**config.mk**
```make
export PLATFORM = sky130hd
export DESIGN_NAME = vcard_property_line_decoder
export DESIGN_NICKNAME = d
export VERILOG_FILES = /design/src/sv/vcpld_pkg.sv /design/src/sv/vcpld_fifo.sv /design/src/sv/vcpld_front.sv /design/src/sv/vcpld_back.sv /design/src/sv/vcard_property_line_decoder.sv
export VERILOG_INCLUDE_DIRS = /design/src /design/src/sv
export SDC_FILE = /design/constraint.sdc
export NUM_CORES = 1
export LEC_CHECK = 0
export BUFFER_PORTS_ARGS = -buffer_cell sky130_fd_sc_hd__buf_2
export CAP_MARGIN = 20
export CORE_UTILIZATION = 40
export CTS_BUF_LIST = sky130_fd_sc_hd__clkbuf_2 sky130_fd_sc_hd__clkbuf_4 sky130_fd_sc_hd__clkbuf_8
export DETAILED_ROUTE_END_ITERATION = 8
export PLACE_DENSITY = 0.6
export RECOVER_POWER = 25
export SYNTH_ARGS = -nofsm -noshare
export SYNTH_HDL_FRONTEND = slang
export SYNTH_HIERARCHICAL = 1
export SYNTH_SLANG_ARGS = --single-unit
```
**constraint.sdc**
```tcl
create_clock -name clk -period 4.4 [get_ports clk]
set_input_delay 0.66 -clock clk [delete_from_list [all_inputs] [get_ports clk]]
set_output_delay 0.66 -clock clk [all_outputs]
set_load 0.02 [all_outputs]
```
**src/sv/vcard_property_line_decoder_macros.svh**
```systemverilog
// Assertion helpers shared by the decoder modules.
`ifndef VCARD_PROPERTY_LINE_DECODER_MACROS_SVH
`define VCARD_PROPERTY_LINE_DECODER_MACROS_SVH

`ifndef SYNTHESIS

// Checked on every rising edge while reset is released.
`define VCPLD_ASSERT(lbl, clk_sig, rstn_sig, prop) \
  lbl: assert property (@(posedge clk_sig) disable iff (!rstn_sig) prop) \
    else $error("vcpld assertion failed");

// Checked on every rising edge, reset included.
`define VCPLD_ASSERT_ALWAYS(lbl, clk_sig, prop) \
  lbl: assert property (@(posedge clk_sig) prop) \
    else $error("vcpld assertion failed");

`else

`define VCPLD_ASSERT(lbl, clk_sig, rstn_sig, prop)
`define VCPLD_ASSERT_ALWAYS(lbl, clk_sig, prop)

`endif

`endif

```
**src/sv/vcpld_pkg.sv**
```systemverilog
`default_nettype none
package vcpld_pkg;

  localparam int NAME_MAX    = 32;
  localparam int STORE_DEPTH = 32;
  localparam int NAME_CAP    = (NAME_MAX < STORE_DEPTH) ? NAME_MAX : STORE_DEPTH;
  localparam int ADDR_W      = $clog2(STORE_DEPTH);
  localparam int LEN_W       = $clog2(STORE_DEPTH + 1);

  // Command queue depth; must be a power of two so the pointers wrap.
  localparam int QDEPTH = 4;
  localparam int QPTR_W = $clog2(QDEPTH);
  localparam int QCNT_W = $clog2(QDEPTH + 1);

  localparam logic [7:0] CH_EQ    = 8'h3D;
  localparam logic [7:0] CH_SEMI  = 8'h3B;
  localparam logic [7:0] CH_COLON = 8'h3A;
  localparam logic [7:0] CH_SPACE = 8'h20;
  localparam logic [7:0] CH_A     = 8'h41;
  localparam logic [7:0] CH_F     = 8'h46;
  localparam logic [7:0] CH_0     = 8'h30;
  localparam logic [7:0] CH_9     = 8'h39;
  localparam logic [3:0] HEX_TEN  = 4'd10;

  typedef enum logic [1:0] {
    KIND_NAME     = 2'd0,
    KIND_VALUE    = 2'd1,
    KIND_PROP_END = 2'd2,
    KIND_DISCARD  = 2'd3
  } out_kind_t;

  typedef enum logic [1:0] {
    MODE_START = 2'd0,
    MODE_PASS  = 2'd1,
    MODE_HEX   = 2'd2
  } part_mode_t;

  typedef enum logic [1:0] {
    CMD_STORE = 2'd0,
    CMD_EMIT  = 2'd1,
    CMD_DUMP  = 2'd2
  } cmd_op_t;

  typedef enum logic [2:0] {
    BK_IDLE,
    BK_PRE,
    BK_MAIN,
    BK_READ,
    BK_NAME
  } back_state_t;

  typedef struct packed {
    logic       req_type;
    logic [7:0] char_byte;
  } in_t;

  typedef struct packed {
    logic [1:0] out_kind;
    logic [7:0] out_byte;
    logic       name_truncated;
    logic       last_of_run;
  } out_t;

  // Work handed from the front end to the back end.
  typedef struct packed {
    cmd_op_t          op;
    logic             pre_valid;  // emit a flushed hex byte first
    logic [7:0]       pre_byte;
    out_kind_t        kind;
    logic [7:0]       data;       // result byte, or the name character to store
    logic             trunc;
    logic [LEN_W-1:0] count;      // store address, or name length to dump
  } cmd_t;

  function automatic logic [3:0] hex_digit(input logic [7:0] c);
    logic [3:0] d;
    d = 4'd0;
    if (c >= CH_0 && c <= CH_9) begin
      d = 4'(c - CH_0);
    end else if (c >= CH_A && c <= CH_F) begin
      d = 4'(c - CH_A) + HEX_TEN;
    end
    return d;
  endfunction

endpackage
`default_nettype wire

```
**src/sv/vcpld_fifo.sv**
```systemverilog
`default_nettype none
`include "vcard_property_line_decoder_macros.svh"
module vcpld_fifo (
  input  wire               clk,
  input  wire               rst_n,
  input  wire               wr_en,
  input  vcpld_pkg::cmd_t   wr_data,
  output logic              full,
  input  wire               rd_en,
  output vcpld_pkg::cmd_t   rd_data,
  output logic              empty
);
  import vcpld_pkg::*;

  cmd_t              slot_r [QDEPTH];
  logic [QPTR_W-1:0] wr_ptr_r;
  logic [QPTR_W-1:0] rd_ptr_r;
  logic [QCNT_W-1:0] count_r;
  logic              do_wr;
  logic              do_rd;

  assign full    = (count_r == QCNT_W'(QDEPTH));
  assign empty   = (count_r == '0);
  assign rd_data = slot_r[rd_ptr_r];
  assign do_wr   = wr_en && !full;
  assign do_rd   = rd_en && !empty;

  always_ff @(posedge clk) begin
    if (!rst_n) begin
      wr_ptr_r <= '0;
      rd_ptr_r <= '0;
      count_r  <= '0;
    end else begin
      if (do_wr) begin
        wr_ptr_r <= wr_ptr_r + 1'b1;
      end
      if (do_rd) begin
        rd_ptr_r <= rd_ptr_r + 1'b1;
      end
      if (do_wr && !do_rd) begin
        count_r <= count_r + 1'b1;
      end else if (do_rd && !do_wr) begin
        count_r <= count_r - 1'b1;
      end
    end
  end

  always_ff @(posedge clk) begin
    if (do_wr) begin
      slot_r[wr_ptr_r] <= wr_data;
    end
  end

  `VCPLD_ASSERT(a_no_write_when_full, clk, rst_n, !(wr_en && full))
  `VCPLD_ASSERT(a_no_read_when_empty, clk, rst_n, !(rd_en && empty))
  `VCPLD_ASSERT(a_count_bound, clk, rst_n, count_r <= QCNT_W'(QDEPTH))
  `VCPLD_ASSERT_ALWAYS(a_reset_empties, clk, !rst_n |=> empty)

endmodule
`default_nettype wire

```
**src/sv/vcpld_front.sv**
```systemverilog
`default_nettype none
module vcpld_front (
  input  wire               clk,
  input  wire               rst_n,
  input  wire               in_push,
  input  wire               in_full,
  input  vcpld_pkg::in_t    in_data,
  output logic              q_wr_en,
  output vcpld_pkg::cmd_t   q_wr_data
);
  import vcpld_pkg::*;

  logic [LEN_W-1:0] name_length_r, name_length_nxt;
  logic             name_closed_r, name_closed_nxt;
  logic             name_overflow_r, name_overflow_nxt;
  logic             in_value_r, in_value_nxt;
  part_mode_t       part_mode_r, part_mode_nxt;
  logic             group_pending_r, group_pending_nxt;
  logic [7:0]       nibble_pair_r, nibble_pair_nxt;
  logic             accept;
  logic             cmd_valid;
  cmd_t             cmd;
  logic [7:0]       c;
  logic             flush;

  assign accept = in_push && !in_full;
  assign c      = in_data.char_byte;
  assign flush  = (part_mode_r == MODE_HEX) && group_pending_r;

  always_comb begin
    name_length_nxt   = name_length_r;
    name_closed_nxt   = name_closed_r;
    name_overflow_nxt = name_overflow_r;
    in_value_nxt      = in_value_r;
    part_mode_nxt     = part_mode_r;
    group_pending_nxt = group_pending_r;
    nibble_pair_nxt   = nibble_pair_r;
    cmd_valid         = 1'b0;
    cmd.op            = CMD_EMIT;
    cmd.pre_valid     = 1'b0;
    cmd.pre_byte      = nibble_pair_r;
    cmd.kind          = KIND_VALUE;
    cmd.data          = c;
    cmd.trunc         = 1'b0;
    cmd.count         = name_length_r;
    if (in_data.req_type) begin
      cmd_valid = 1'b1;
      if (in_value_r) begin
        cmd.pre_valid = flush;
        cmd.kind      = KIND_PROP_END;
        cmd.data      = 8'd0;
        cmd.trunc     = name_overflow_r;
      end else begin
        cmd.kind = KIND_DISCARD;
        cmd.data = 8'd0;
      end
      name_length_nxt   = '0;
      name_closed_nxt   = 1'b0;
      name_overflow_nxt = 1'b0;
      in_value_nxt      = 1'b0;
      part_mode_nxt     = MODE_START;
      group_pending_nxt = 1'b0;
      nibble_pair_nxt   = 8'd0;
    end else if (!in_value_r) begin
      if (c == CH_COLON) begin
        // An empty name gives nothing to dump.
        cmd_valid         = (name_length_r != '0);
        cmd.op            = CMD_DUMP;
        in_value_nxt      = 1'b1;
        part_mode_nxt     = MODE_START;
        group_pending_nxt = 1'b0;
        nibble_pair_nxt   = 8'd0;
      end else if (!name_closed_r) begin
        if (c == CH_SEMI) begin
          name_closed_nxt = 1'b1;
        end else if (name_length_r < LEN_W'(NAME_CAP)) begin
          cmd_valid       = 1'b1;
          cmd.op          = CMD_STORE;
          name_length_nxt = name_length_r + 1'b1;
        end else begin
          name_overflow_nxt = 1'b1;
        end
      end
    end else if (c == CH_SEMI) begin
      cmd_valid         = 1'b1;
      cmd.pre_valid     = flush;
      cmd.data          = CH_SPACE;
      part_mode_nxt     = MODE_START;
      group_pending_nxt = 1'b0;
      nibble_pair_nxt   = 8'd0;
    end else begin
      unique case (part_mode_r)
        MODE_START: begin
          if (c == CH_EQ) begin
            part_mode_nxt     = MODE_HEX;
            group_pending_nxt = 1'b0;
            nibble_pair_nxt   = 8'd0;
          end else begin
            part_mode_nxt = MODE_PASS;
            cmd_valid     = 1'b1;
          end
        end
        MODE_HEX: begin
          if (c == CH_EQ) begin
            cmd_valid         = group_pending_r;
            cmd.data          = nibble_pair_r;
            group_pending_nxt = 1'b0;
            nibble_pair_nxt   = 8'd0;
          end else begin
            nibble_pair_nxt   = {nibble_pair_r[3:0], hex_digit(c)};
            group_pending_nxt = 1'b1;
          end
        end
        default: begin
          cmd_valid = 1'b1;
        end
      endcase
    end
  end

  assign q_wr_en   = accept && cmd_valid;
  assign q_wr_data = cmd;

  always_ff @(posedge clk) begin
    if (!rst_n) begin
      name_length_r   <= '0;
      name_closed_r   <= 1'b0;
      name_overflow_r <= 1'b0;
      in_value_r      <= 1'b0;
      part_mode_r     <= MODE_START;
      group_pending_r <= 1'b0;
      nibble_pair_r   <= 8'd0;
    end else if (accept) begin
      name_length_r   <= name_length_nxt;
      name_closed_r   <= name_closed_nxt;
      name_overflow_r <= name_overflow_nxt;
      in_value_r      <= in_value_nxt;
      part_mode_r     <= part_mode_nxt;
      group_pending_r <= group_pending_nxt;
      nibble_pair_r   <= nibble_pair_nxt;
    end
  end

endmodule
`default_nettype wire

```
**src/sv/vcpld_back.sv**
```systemverilog
`default_nettype none
`include "vcard_property_line_decoder_macros.svh"
module vcpld_back (
  input  wire               clk,
  input  wire               rst_n,
  input  wire               q_empty,
  input  vcpld_pkg::cmd_t   q_rd_data,
  output logic              q_rd_en,
  output logic              empty,
  input  wire               pop,
  output vcpld_pkg::out_t   out_data
);
  import vcpld_pkg::*;

  back_state_t       state_r, state_nxt;
  cmd_t              cmd_r, cmd_nxt;
  logic [ADDR_W-1:0] idx_r, idx_nxt;
  logic [7:0]        name_mem [STORE_DEPTH];
  logic [7:0]        rd_data_r;
  out_t              out_r, out_nxt;
  logic              out_valid_r;
  logic              out_load;
  logic              slot_free;
  logic              done;
  logic              take;
  logic              name_last;

  assign slot_free = !out_valid_r || pop;
  assign name_last = ({1'b0, idx_r} == (cmd_r.count - 1'b1));

  always_comb begin
    state_nxt = state_r;
    cmd_nxt   = cmd_r;
    idx_nxt   = idx_r;
    out_load  = 1'b0;
    out_nxt   = out_r;
    done      = 1'b0;
    unique case (state_r)
      BK_IDLE: begin
        done = 1'b1;
      end
      BK_PRE: begin
        if (slot_free) begin
          out_load  = 1'b1;
          out_nxt   = '{out_kind: KIND_VALUE, out_byte: cmd_r.pre_byte,
                        name_truncated: 1'b0, last_of_run: 1'b0};
          state_nxt = BK_MAIN;
        end
      end
      BK_MAIN: begin
        if (slot_free) begin
          out_load = 1'b1;
          out_nxt  = '{out_kind: cmd_r.kind, out_byte: cmd_r.data,
                       name_truncated: cmd_r.trunc, last_of_run: 1'b1};
          done     = 1'b1;
        end
      end
      BK_READ: begin
        state_nxt = BK_NAME;
      end
      BK_NAME: begin
        if (slot_free) begin
          out_load = 1'b1;
          out_nxt  = '{out_kind: KIND_NAME, out_byte: rd_data_r,
                       name_truncated: 1'b0, last_of_run: name_last};
          if (name_last) begin
            done = 1'b1;
          end else begin
            idx_nxt   = idx_r + 1'b1;
            state_nxt = BK_READ;
          end
        end
      end
      default: begin
        state_nxt = BK_IDLE;
      end
    endcase
    take = done && !q_empty;
    if (done) begin
      state_nxt = BK_IDLE;
    end
    if (take) begin
      cmd_nxt = q_rd_data;
      unique case (q_rd_data.op)
        CMD_STORE: state_nxt = BK_IDLE;
        CMD_EMIT:  state_nxt = q_rd_data.pre_valid ? BK_PRE : BK_MAIN;
        CMD_DUMP: begin
          idx_nxt   = '0;
          state_nxt = BK_READ;
        end
        default:   state_nxt = BK_IDLE;
      endcase
    end
  end

  assign q_rd_en  = take;
  assign empty    = !out_valid_r;
  assign out_data = out_r;

  always_ff @(posedge clk) begin
    if (!rst_n) begin
      state_r     <= BK_IDLE;
      out_valid_r <= 1'b0;
    end else begin
      state_r <= state_nxt;
      if (out_load) begin
        out_valid_r <= 1'b1;
      end else if (pop) begin
        out_valid_r <= 1'b0;
      end
    end
  end

  always_ff @(posedge clk) begin
    cmd_r <= cmd_nxt;
    idx_r <= idx_nxt;
    if (out_load) begin
      out_r <= out_nxt;
    end
  end

  always_ff @(posedge clk) begin
    if (take && q_rd_data.op == CMD_STORE) begin
      name_mem[q_rd_data.count[ADDR_W-1:0]] <= q_rd_data.data;
    end
    if (state_r == BK_READ) begin
      rd_data_r <= name_mem[idx_r];
    end
  end

  `VCPLD_ASSERT(a_read_then_name, clk, rst_n, state_r == BK_READ |=> state_r == BK_NAME)
  `VCPLD_ASSERT(a_name_idx_in_range, clk, rst_n,
    state_r == BK_NAME |-> ({1'b0, idx_r} < cmd_r.count))

endmodule
`default_nettype wire

```
**src/sv/vcard_property_line_decoder.sv**
```systemverilog
`default_nettype none
// Channel   Direction  Handshake          Payload
// input     in         push / full        in_data  (req_type, char_byte)
// result    out        empty / pop        out_data (out_kind, out_byte,
//                                                   name_truncated, last_of_run)
//
// One character is taken per cycle while the command queue has room; a result
// with a single value byte also leaves at one per cycle while pop keeps up.
// A colon dumps the buffered name byte by byte, each byte paced by the registered
// read of the name memory; the front keeps accepting into the queue meanwhile.
// Reset is synchronous and active low; it clears all line state, the queue and
// the result valid flag. The name memory needs no clearing pass.
// A stalled pop holds the result register; the queue fills and then raises full.
module vcard_property_line_decoder (
  input  wire              clk,
  input  wire              rst_n,
  input  wire              push,
  output logic             full,
  input  vcpld_pkg::in_t   in_data,
  output logic             empty,
  input  wire              pop,
  output vcpld_pkg::out_t  out_data
);
  import vcpld_pkg::*;

  // Commands travel from the front end, which tracks the line state, to the
  // back end, which owns the name memory and produces the result transactions.
  logic q_wr_en;
  cmd_t q_wr_data;
  logic q_full;
  logic q_rd_en;
  cmd_t q_rd_data;
  logic q_empty;

  assign full = q_full;

  // Front end: classifies each character and keeps the per-line state.
  vcpld_front u_front (
    .clk       (clk),
    .rst_n     (rst_n),
    .in_push   (push),
    .in_full   (q_full),
    .in_data   (in_data),
    .q_wr_en   (q_wr_en),
    .q_wr_data (q_wr_data)
  );

  // Short queue so the two halves can stall independently.
  vcpld_fifo u_fifo (
    .clk     (clk),
    .rst_n   (rst_n),
    .wr_en   (q_wr_en),
    .wr_data (q_wr_data),
    .full    (q_full),
    .rd_en   (q_rd_en),
    .rd_data (q_rd_data),
    .empty   (q_empty)
  );

  // Back end: stores name characters, replays the name at the colon, and
  // emits value bytes and line markers through one output register.
  vcpld_back u_back (
    .clk       (clk),
    .rst_n     (rst_n),
    .q_empty   (q_empty),
    .q_rd_data (q_rd_data),
    .q_rd_en   (q_rd_en),
    .empty     (empty),
    .pop       (pop),
    .out_data  (out_data)
  );

endmodule
`default_nettype wire

```
==> impl_summary.md, run 1 <==
Run status
The run finished, with violations left. The checks that failed: capacitance limit, slew limit.

Detailed routing
The final routed DRC violation total is 0. The detail route stage leaves a number of antenna-violating nets equal to 0. The average wire per standard cell is ~22 um. After detailed routing, the number of vias per cell comes to 5.29. For this block, the via count after detailed routing is ~8.9k.

The number of optimization iterations in the first detailed-route pass is 5. After the first detailed-routing iteration, the DRC count stood at between 500 and 600. The overall routed net length is 37000 um.

Clock network
The number of buffers on the longest clock path is 3. The number of instances resized during post-cts repair is 0. For this design, the CTS-stage hold fixing added 0 buffers. The total clock sinks is ~450. The cell at the root of the clock tree is sky130_fd_sc_hd__clkbuf_8. The post-CTS clock slew at the launch and capture registers of the worst setup and hold paths is about 0.06 ns.

For the worst-skew pair, the clock arrives at the later sink with an insertion delay of around 0.6 ns. The number of setup buffers added after CTS is 0. The total clock buffers created by CTS is between 70 and 80.

TritonCTS built the clock tree. The H-tree depth is 3.

Die
The floorplan step defined a core boundary enclosing about 0.044 mm2. From bottom edge to top edge, the die measures roughly 210 um. Measured along the x axis, the die boundary spans ~210 um. The I/O pin count is 27.

The floorplan has 77 rows. The die covers roughly 0.046 mm2. The initial core utilization is between 40% and 50%.

Power and ir drop
The analysis attributes to net switching a power of 3310 uW. Across the VDD grid, the largest voltage drop is 369 uV. The share of power burned in the clock network is 29.6%. For this design the static power due to leakage is about 0.0064 uW. The proportion of power drawn by combinational gates is 21.3%. In this run the power density over the cells is approximately 570 mW/mm2.

The sequential share of power is 49.1%. The switching share of power is between 20% and 30%. The internal power of the cells totals just over 8000 uW.

Critical path
The worst register-to-register path has a depth of 5. Data on the critical path is required at its endpoint by between 4 and 5 ns. Traced cell by cell, the critical path runs through clkbuf_1, mux4_2, nor2b_1, nand2_1, nor2_1.

STA classifies the critical path startpoint as a flop. On the critical path, the stage with the largest delay is an instance of sky130_fd_sc_hd__dfxtp_1. The reg-to-reg setup timing slack is ~0.7 ns. The largest fanout of any net on the critical path is 10.

The worst register-to-register path ends at u_back/name_mem[0][1]. For this run, the slowest stage of the critical path takes around 0.8 ns. The kind of capture point of the worst setup path is a flop. For the worst setup path, the data arrival time is 3.90 ns.

The worst setup path category is reg -> reg.

Synth
Yosys printed 6 warnings. The mapped netlist covers 0.0181 mm2. The distinct cell type count after synthesis is 67. The share of the Yosys chip area taken by registers is slightly above 70%. For this run, the leading register cell type out of synthesis is sky130_fd_sc_hd__edfxtp_1.

Counting flops with a built-in enable in the synthesized netlist gives 413. The flip-flop and latch count after synthesis is ~450. Synthesis handed over a netlist of 945 instances. For this run, asynchronously set or reset flops after synthesis account for 0%. Counting every net in the synthesized netlist gives between 900 and 1k. In this run the mean area of a mapped cell was between 15 and 20 um2.

STA
Setup repair after global routing left no endpoint under its margin. For this run, the top clock speed supported by timing is approximately 270 MHz. The setup clock skew after layout is about 0.030 ns. The final number of hold-violating endpoints is 0. In the final timing run, aggregate negative setup slack is 0 ns. The worst slew margin relative to its limit is -11.1%. At the pin with the least slew margin, the transition time is 1.67 ns.

In the finished design, the share of the clock period the worst path needs comes to 83.6%. The number of pins exceeding their max-slew limit in the final report is 34. The count of endpoints failing setup in the final report is 0.

Subtracting the final worst setup slack from the clock period gives between 3 and 4 ns.

Placement
The count of buffers inserted at the top-level ports is 26. The final weighted congestion in routability-driven placement is 0.852. After detailed placement, the total cell area comes to ~0.019 mm2.

The wire-length estimate of the detail-placed layout is about 23000 um.

Global routing
The total congestion overflow after global routing is 0. The number of antenna violations at the first check in global routing is 0. Entering global routing, the biggest net connects 68 pins. The wire length of the first global-routing pass is approximately 56000 um.

For this run, the total global-route usage over all layers was measured as 16.3%. The via count of the first global-routing pass is about 9k.

Min path
The worst hold path begins at in_data[1]. The number of cells on the worst hold path is 3. The path with the worst hold slack has its endpoint at u_front/nibble_pair_r[1]. The path type of the worst min-delay path is in -> reg.

Layout
The area overhead of the layout relative to synthesis is 12.2%. The net count of the finished layout is between 1k and 1.5k. The fraction of final layout cells with drive strength greater than 1 is between 20% and 30%. The finished layout cell area is slightly above 0.02 mm2.

Flow run
The number of max-capacitance violations reported is 1.
## how the worst max path moves through the flow
stage / start / slack, ns / endpoint / cells past startpoint
6_report: flop / 0.72 / u_back/name_mem[0][1] / 5
5_1_grt: flop / 0.41 / u_back/name_mem[29][7] / 5
4_1_cts: u_back/cmd_r[0] / 0.72 / u_fifo/count_r[2] / 11
3_5_place_dp: in_data[0] / 0.71 / u_fifo/count_r[2] / 16
3_3_place_gp: in_data[0] / 0.74 / u_fifo/count_r[2] / 16
2_1_floorplan: u_back/cmd_r[0] / 1.08 / u_fifo/count_r[2] / 12
## routing by layer
metal / vias up / GRT usage [%] / share of wire [%] / wire [um]
met4: 0 / 4.93 / 1.8 / 666
met1: 4593 / 23.0 / 45 / 16700
li1: 4016 / - / - / -
met5: - / 0 / 0 / 0
met2: 233 / 25.6 / 48 / 17900
met3: 54 / 3.32 / 4.7 / 1750
## through the flow
stage	hold slack, ns	power, uW	setup slack, ns	utilization (%)	cells
final	0.446	11500	0.721	45.7	1682
after global routing	0.446	12100	0.410	45.7	1681
after CTS	0.422	11700	0.715	45.8	1680
after detailed placement	0.451	8260	0.705	42.7	1550
after global placement	0.446	8220	0.742	42.7	1550
after floorplan	0.426	7420	1.08	-	945
## synth_stat cells (all sizes together) (6+ instances only)
| library cell | n | share of area [%] |
|---|---|---|
| edfxtp | 413 | 69 |
| mux4 | 108 | 14 |
| nor2 | 58 | 1.2 |
| dfxtp | 38 | 4.2 |
| nand2 | 25 | 0.53 |
| clkbuf | 23 | 0.48 |
| o21ai | 23 | 0.64 |
| buf | 20 | 0.88 |
| a21oi | 19 | 0.53 |
| inv | 18 | 0.37 |
| ha | 16 | 1.1 |
| nor2b | 15 | 0.53 |
| and2 | 13 | 0.46 |
| nand3 | 13 | 0.43 |
| nor3 | 12 | 0.33 |
| xnor2 | 12 | 0.58 |
| a22oi | 11 | 0.46 |
| nand2b | 9 | 0.31 |
| mux2 | 8 | 0.50 |
| and3 | 7 | 0.24 |
| or3 | 7 | 0.24 |
| a31oi | 6 | 0.21 |
## cell usage in the layout (no fill, tap or decap), types with 14 or more instances in the layout
cell type,n
sky130_fd_sc_hd__dfxtp_1,36
sky130_fd_sc_hd__clkbuf_4,22
sky130_fd_sc_hd__o21ai_0,23
sky130_fd_sc_hd__clkbuf_1,20
sky130_fd_sc_hd__nor2b_1,14
sky130_fd_sc_hd__clkinv_1,22
sky130_fd_sc_hd__a21oi_1,19
sky130_fd_sc_hd__mux4_2,104
sky130_fd_sc_hd__nor2_1,58
sky130_fd_sc_hd__clkbuf_8,74
sky130_fd_sc_hd__edfxtp_1,413
sky130_fd_sc_hd__buf_4,24
sky130_fd_sc_hd__inv_1,18
sky130_fd_sc_hd__ha_1,16
sky130_fd_sc_hd__nand2_1,24
## power by group through the flow
| stage | clock [uW] | combinational, uW | sequential, uW |
|---|---|---|---|
| global route | 3690 | 2650 | 5710 |
| detailed placement | 0 | 2500 | 5760 |
| floorplan | 0 | 1710 | 5700 |
| CTS | 3510 | 2510 | 5670 |
| finish | 3410 | 2450 | 5670 |
| global placement | 0 | 2470 | 5750 |
## sequential cells by signal, indices dropped and copies added, names as in the netlist, 5 cells and up, named ones only
signal	cells
u_back/name_mem	256
u_fifo/slot_r	112
u_back/cmd_r	25
u_back/out_data	12
u_back/rd_data_r	8
u_front/nibble_pair_r	8
u_front/name_length_r	6
u_back/idx_r	5
## critical path, delay by kind of cell, from the launching register on
kind                   cells  cell delay (ns)
multiplexers               1             0.68
AND/OR/NAND/NOR            3             1.21
buffers and inverters      1             0.61
flip-flops                 1             0.81
## layout make-up
cell class,count,area (um2)
well taps,592,741
multi-input cells,433,4600
clock buffers,96,1180
diodes,1,2.50
fillers,3786,24100
clock inverters,34,191
repair buffers,57,350
flip-flops and latches,451,13200
inverters,18,67.6
## cells by family (layout without fill, tap and decap cells)
kind of cell    Yosys count  after routing  synth area share, %
flops                   451            451                 72.8
simple gates            180            180                 5.45
mux                     121            121                 14.3
compound gates           98             98                 3.72
buf+inv                  61            205                 1.73
fa+ha+maj                17             17                 1.22
xor+xnor                 17             17                0.823
other cells               0              1                    0
Power figures use the tool's default switching activity.
==> inputs of run 2 (changes only) <==
==> constraint.sdc (replaced) <==
create_clock -name clk -period 3.7 [get_ports clk]
set_input_delay 0.555 -clock clk [delete_from_list [all_inputs] [get_ports clk]]
set_output_delay 0.555 -clock clk [all_outputs]
set_load 0.02 [all_outputs]
==> impl_summary.md, run 2 (synthesis gave the netlist of run 1 again) <==
Layout
The number of antenna repair diodes is 0. The library cell used most frequently in the layout, excluding fill and tap cells, is sky130_fd_sc_hd__edfxtp_1. Leaving out fill and tap cells, the most frequent cells in the layout are sky130_fd_sc_hd__edfxtp_1, sky130_fd_sc_hd__mux4_2, sky130_fd_sc_hd__clkbuf_8. The fraction of final layout cells with drive strength greater than 1 is between 20% and 30%. The final core area utilization is between 40% and 50%. From synthesis to final layout, the design area changed by 13.7%. The number of nets in the layout is approximately 1.1k. The flip-flop count of the largest register after layout is around 260. The finished layout cell area is ~0.021 mm2.

Die
Once the floorplan was initialized, standard cells occupied roughly 41% of the core. The vertical die dimension is approximately 210 um. The area of the die is around 0.046 mm2. The die boundary width is between 200 and 250 um. The count of standard-cell rows is 77. 27 I/O pins were placed. The core region area is between 0.04 and 0.05 mm2.

Placement
The wire-length estimate of the detail-placed layout is 22800 um. During placement, the flow inserted port buffers numbering 26. The final weighted congestion in routability-driven placement is between 0.8 and 0.9. After detailed placement, the total cell area comes to between 0.015 and 0.02 mm2.

Critical path
The worst setup path is launched from a flop. The family of cells with the greatest summed delay on the critical path is simple AND/OR/NAND/NOR gates. Across all register-to-register paths, the minimum setup slack is about 0.35 ns.

The largest single stage delay on the critical path is 0.55 ns. The required arrival time at the worst endpoint is 4.01 ns. On the critical path, the stage with the largest delay is an instance of sky130_fd_sc_hd__a2111oi_2. Counting buffers and inverters, the worst setup path is 8 cells deep.

The worst endpoint data arrival time is around 3.7 ns. In this run the critical register-to-register path is captured at u_back/name_mem[24][3]. The origin of the worst setup path is u_back/cmd_r[0]. The critical path contains buffers and inverters numbering 2 combined. The largest fanout of any net on the critical path is 17. The start of the worst register-to-register path is u_back/cmd_r[0]. By instance count, the cell type seen most on the critical path is sky130_fd_sc_hd__buf_4. The kind of capture point of the worst setup path is a flop. The worst setup path category is reg -> reg.

Walking the worst path, the cells encountered are or4_1, or3_1, a2111oi_2, a31o_2, buf_4, nand3b_4, nor2_1, buf_4. In this run the worst setup path terminates at u_back/name_mem[24][3]. The cell depth of the worst flop-to-flop path is 8.

Clock network
The H-tree depth is 3. After clock tree synthesis, the clock-pin slew on the worst setup and hold paths is around 0.06 ns. Clock tree synthesis found a total of about 450 sinks. The number of instances resized during post-cts repair is 0. The buffer count from post-CTS setup fixing is 0. The clock tree from TritonCTS is done. The cell at the root of the clock tree is sky130_fd_sc_hd__clkbuf_8. The number of buffers on the longest clock path is 3. Counting the buffers created by CTS gives 74.

The count of hold-fix buffers inserted at cts is 0. The clock insertion delay at the later pin of the skew report is 0.64 ns.

Detailed routing
The wire length on met1 is 16000 um. The topmost layer with routed signal wires is met4. The iteration-0 DRC count of the detailed router is between 500 and 600.

The wire length on met3 is between 1000 and 1500 um. The vias after detailed routing is 8945. The first detailed-routing pass took 4 iterations. The number of vias per cell after detailed routing is approximately 5.3.

Dividing the detail-routed wire length by the instance count gives 21.4 um. The met2 wirelength from detailed routing is approximately 18000 um. For this block, the routed nets add up to 36300 um of wire.

For this run, design rule violations remaining after detail routing come to 0. In this run the remaining antenna-violating nets after routing total 0.

STA
The setup TNS is 0 ns. Between clock sinks in the finished design, the worst skew comes to between 0.04 and 0.05 ns. Hold timing on the final database bottoms out at a slack of between 0.3 and 0.4 ns. For the pin with the worst max-slew slack, the measured transition is around 1.1 ns. The final critical path takes up between 90% and 100% of the cycle.

Setup violations remaining at the end of the flow were counted as 0. The shortest period the worst path allows is 3.35 ns. Setup repair after global routing left no endpoint under its margin. The worst slew margin relative to its limit is approximately a quarter. The final number of hold-violating endpoints was 0. The number of pins exceeding their max-slew limit in the final report is 0.

Based on the critical path, the design can be clocked at up to about 300 MHz.

Power and ir drop
For this design the static power due to leakage is between 0.006 and 0.007 uW. The highest ir drop seen on vdd is roughly 340 uV. Dividing total power by cell area gives a power density of between 600 and 700 mW/mm2.

Global routing
The largest net degree at the start of global routing is just under 70. The via count of the first global-routing pass is 9346. The total congestion overflow after global routing is 0.

The total routing usage reported by global routing is ~16%. The number of antenna violations at the first check in global routing is 0. The wire length of the first global-routing pass is ~56000 um.

Flow run
The tool flagged a number of max-cap violations equal to 0.

Run status
The flow ran to the end, and the final reports show no timing, DRC or antenna violations.

Min path
The path type of the worst min-delay path is in -> reg. The startpoint identified for the worst hold timing path is pop.
[run 2: final cells by class]
type / count / area, um2
multi-input combinational: 433 / 4600
clock inverter: 21 / 160
timing repair buffer: 79 / 561
inverter: 18 / 67.6
sequential: 451 / 13200
tap: 592 / 741
fill: 3753 / 23800
clock buffer: 105 / 1280
[run 2: worst min-delay path by stage]
| stage | endpoint | slack, ns | cells past startpoint |
|---|---|---|---|
| global placement | u_front/group_pending_r | 0.45 | 1 |
| floorplan | u_front/group_pending_r | 0.43 | 1 |
| finish | u_back/state_r[2] | 0.32 | 4 |
| global route | u_back/state_r[2] | 0.32 | 4 |
| CTS | u_back/state_r[2] | 0.28 | 4 |
| detailed placement | u_front/group_pending_r | 0.45 | 1 |
[run 2: metrics by stage]
| stage | power, uW | cells | setup WS [ns] |
|---|---|---|---|
| after floorplan | 8820 | 945 | 0.378 |
| after global placement | 9780 | 1572 | 0.273 |
| after detailed placement | 9850 | 1572 | 0.231 |
| after CTS | 14100 | 1698 | 0.342 |
| after global routing | 14600 | 1699 | 0.196 |
| final | 13900 | 1699 | 0.351 |
[run 2: layer usage]
metal	vias up	global-route usage (%)
met3	62	3.49
met4	0	6.31
met2	172	26.6
met1	4660	21.6
li1	4051	-
met5	-	0
[run 2: worst register-to-register path: stages, from the launching register on]
cell and delay [ns]:
sky130_fd_sc_hd__edfxtp_1 0.43, sky130_fd_sc_hd__or4_1 0.53, sky130_fd_sc_hd__or3_1 0.33, sky130_fd_sc_hd__a2111oi_2 0.55
sky130_fd_sc_hd__a31o_2 0.29, sky130_fd_sc_hd__buf_4 0.31, sky130_fd_sc_hd__nand3b_4 0.19, sky130_fd_sc_hd__nor2_1 0.18
sky130_fd_sc_hd__buf_4 0.21
[run 2: power by group]
group | internal (uW) | switching, uW | total [uW]
Sequential | 6520 | 202 | 6720
Combinational | 1130 | 1790 | 2920
Clock | 2370 | 1880 | 4250
==> inputs of run 3 (changes only) <==
--- a/config.mk
+++ b/config.mk
@@ -13,6 +13,7 @@
 export DETAILED_ROUTE_END_ITERATION = 8
 export PLACE_DENSITY = 0.6
 export RECOVER_POWER = 25
+export REMOVE_ABC_BUFFERS = 1
 export SYNTH_ARGS = -nofsm -noshare
 export SYNTH_HDL_FRONTEND = slang
 export SYNTH_HIERARCHICAL = 1
==> impl_summary.md, run 3 (synthesis gave the netlist of run 1 again) <==
Run status
The run finished with clean final reports.

Critical path
STA classifies the critical path startpoint as a flop. Among cell families on the critical path, the largest total delay comes from simple AND/OR/NAND/NOR gates. Of all nets on the critical path, the largest fanout is 4. For flop-to-flop paths, the worst setup slack is 0.39 ns. The cell depth of the worst setup path is 11. The cell type with the highest occurrence count on the critical path is sky130_fd_sc_hd__or3_1. Among all stages on the critical path, the largest delay is contributed by sky130_fd_sc_hd__a2111oi_2. At the worst endpoint, the arrival time is roughly 3.8 ns. The largest single stage delay on the critical path is between 0.5 and 0.6 ns.

The worst register-to-register path ends at u_fifo/count_r[2]. The total buffers and inverters traversed by the critical path is 1. The required arrival time at the worst endpoint is 4.22 ns. The kind of capture point of the worst setup path is a flop.

Traced cell by cell, the critical path runs through or4_1, or3_1, a2111oi_2, a31o_2, o31ai_2, ha_1, inv_1, fa_1, xor2_1, or3_1, a21boi_0. The worst setup path is of the reg -> reg kind. For the worst flop-to-flop path, the logic depth is 11. The startpoint identified for the worst register-to-register timing path is u_back/cmd_r[0].

Min path
The end point of the most critical hold path is u_back/state_r[2]. The worst hold path passes through 4 cells. The min-delay analysis places its worst path in the category in -> reg.

The source of the worst hold timing path is pop.

Flow run
The number of max-capacitance violations reported is 0.

Clock network
In this run the clock root is driven by a sky130_fd_sc_hd__clkbuf_8. After clock tree synthesis, the clock-pin slew on the worst setup and hold paths is 0.06 ns. The clock reaches the later pin of the worst-skew pair after 0.61 ns. The total clock sinks is between 400 and 500. Counting along the longest clock path gives a buffer depth of 3. The total clock buffers created by CTS is 74.

The count of hold-fix buffers inserted at cts is 0. TritonCTS built the clock tree. Buffers added to address setup during post-CTS repair amount to 0. The H-tree depth is 3.

Gates resized during post-CTS repair numbered 0.

STA
The maximum clock frequency is between 300 and 400 MHz. Setup repair after global routing left no endpoint under its margin. The final number of hold-violating endpoints is 0. Setup violations remaining at the end of the flow were counted as 0. The period utilization is about nine tenths.

The number of pins exceeding their max-slew limit in the final report is 0. The shortest period the worst path allows is approximately 3.3 ns. Headroom to the max-slew limit came out at ~31%. For the pin with the worst max-slew slack, the measured transition is roughly 1 ns. The setup clock skew after layout is around 0.024 ns. The setup TNS is 0 ns.

Die
For this design the top-level I/O count stands at 27. After floorplanning, the core was sized to cover between 0.04 and 0.05 mm2. The floorplan step set the die height to around 210 um. The die boundary width is between 200 and 250 um.

The area of the die is roughly 0.046 mm2. The count of standard-cell rows is 77. For this configuration, the core starts out at a cell density of between 40 and 50%.

Detailed routing
Detailed routing inserted a total of between 9k and 10k vias. In the final routed layout, each cell accounts on average for ~22 um. The first routing iteration left between 600 and 700 violations.

The final routed DRC violation total is 0. The overall routed net length is between 30000 and 40000 um. Once detail routing completed, the nets flagged for antenna violations numbered 0. Dividing the detail-routed via count by the number of cells gives about 5.3. The number of optimization iterations in the first detailed-route pass is 8.

Placement
The final weighted congestion in routability-driven placement is between 0.8 and 0.9. The detailed placer's ending HPWL is about 23000 um. The count of buffers added on input and output ports is 26.

Global routing
The largest net degree at the start of global routing is between 60 and 70. The via count of the first global-routing pass is between 9k and 10k. The number of antenna violations at the first check in global routing was 0. Global routing finished with a remaining overflow of 0.

Global routing used between 10% and 20% of the available tracks across all layers. The wire length of the first global-routing pass is approximately 57000 um.

Layout
The area overhead of the layout relative to synthesis is 14.0%. Leaving out fill and tap cells, the most frequent cells in the layout are sky130_fd_sc_hd__edfxtp_1, sky130_fd_sc_hd__mux4_2, sky130_fd_sc_hd__clkbuf_8. The most common cell after layout, fill and taps aside is sky130_fd_sc_hd__edfxtp_1. Cells with a size suffix above 1 make up 27.8% of the layout. At the end of the flow, the number of nets in the layout was 1087.

The final core area utilization is 46.4%. The number of antenna repair diodes is 0. The register with the most flip-flops in the layout has between 200 and 300 of them.

Power and ir drop
The power per cell area is 680 mW/mm2. In this run the static leakage power is about 0.0066 uW. The worst-case IR drop observed on VDD is ~350 uV.
[run 3: stage by stage]
stage                     area [um2]  power (uW)  hold slack [ns]  worst slack, ns  instances
final                          20600       14000            0.383            0.390       1709
after global routing           20600       14700            0.384            0.171       1709
after CTS                      20700       14200            0.319            0.382       1708
after detailed placement       19200        9830            0.468            0.221       1572
after global placement         19200        9780            0.441            0.280       1572
after floorplan                17800        8770            0.426            -1.60        902
[run 3: cell type report]
class	instances	area, um2
fill	3729	23800
sequential	451	13200
multi-input combinational	433	4600
clock buffer	94	1180
tap	592	741
timing repair buffer	79	564
clock inverter	42	309
inverter	18	67.6
[run 3: where the power goes]
group	leakage (uW)	switching [uW]	internal (uW)
clock	0.000781	1960	2400
combinational	0.00175	1740	1130
sequential	0.00409	272	6510
total	0.00662	3970	10000
[run 3: worst max-delay path by stage]
stage / startpoint / end / slack, ns
3_5_place_dp: in_data[0] / u_fifo/count_r[2] / 0.22
4_1_cts: u_back/cmd_r[0] / u_back/name_mem[13][1] / 0.38
6_report: u_back/cmd_r[0] / u_fifo/count_r[2] / 0.39
3_3_place_gp: in_data[0] / u_fifo/count_r[2] / 0.28
5_1_grt: u_back/cmd_r[0] / u_back/name_mem[13][1] / 0.17
2_1_floorplan: u_back/idx_r[0] / u_fifo/count_r[2] / -1.60
[run 3: routing by layer]
metal | track usage [%] | up-vias | routed length [um] | part of all wire (%)
met2 | 25.4 | 209 | 17400 | 47
met1 | 22.7 | 4717 | 16800 | 46
li1 | - | 4072 | - | -
met3 | 3.77 | 61 | 1820 | 4.9
met4 | 5.17 | 0 | 848 | 2.3
met5 | 0 | - | 0 | 0
[run 3: worst register-to-register path, stage by stage, from the launching register on]
cell and delay (ns):
sky130_fd_sc_hd__edfxtp_1 0.43, sky130_fd_sc_hd__or4_1 0.53, sky130_fd_sc_hd__or3_1 0.33, sky130_fd_sc_hd__a2111oi_2 0.55, sky130_fd_sc_hd__a31o_2 0.30, sky130_fd_sc_hd__o31ai_2 0.11, sky130_fd_sc_hd__ha_1 0.22, sky130_fd_sc_hd__inv_1 0.07
sky130_fd_sc_hd__fa_1 0.17, sky130_fd_sc_hd__xor2_1 0.07, sky130_fd_sc_hd__or3_1 0.30, sky130_fd_sc_hd__a21boi_0 0.16
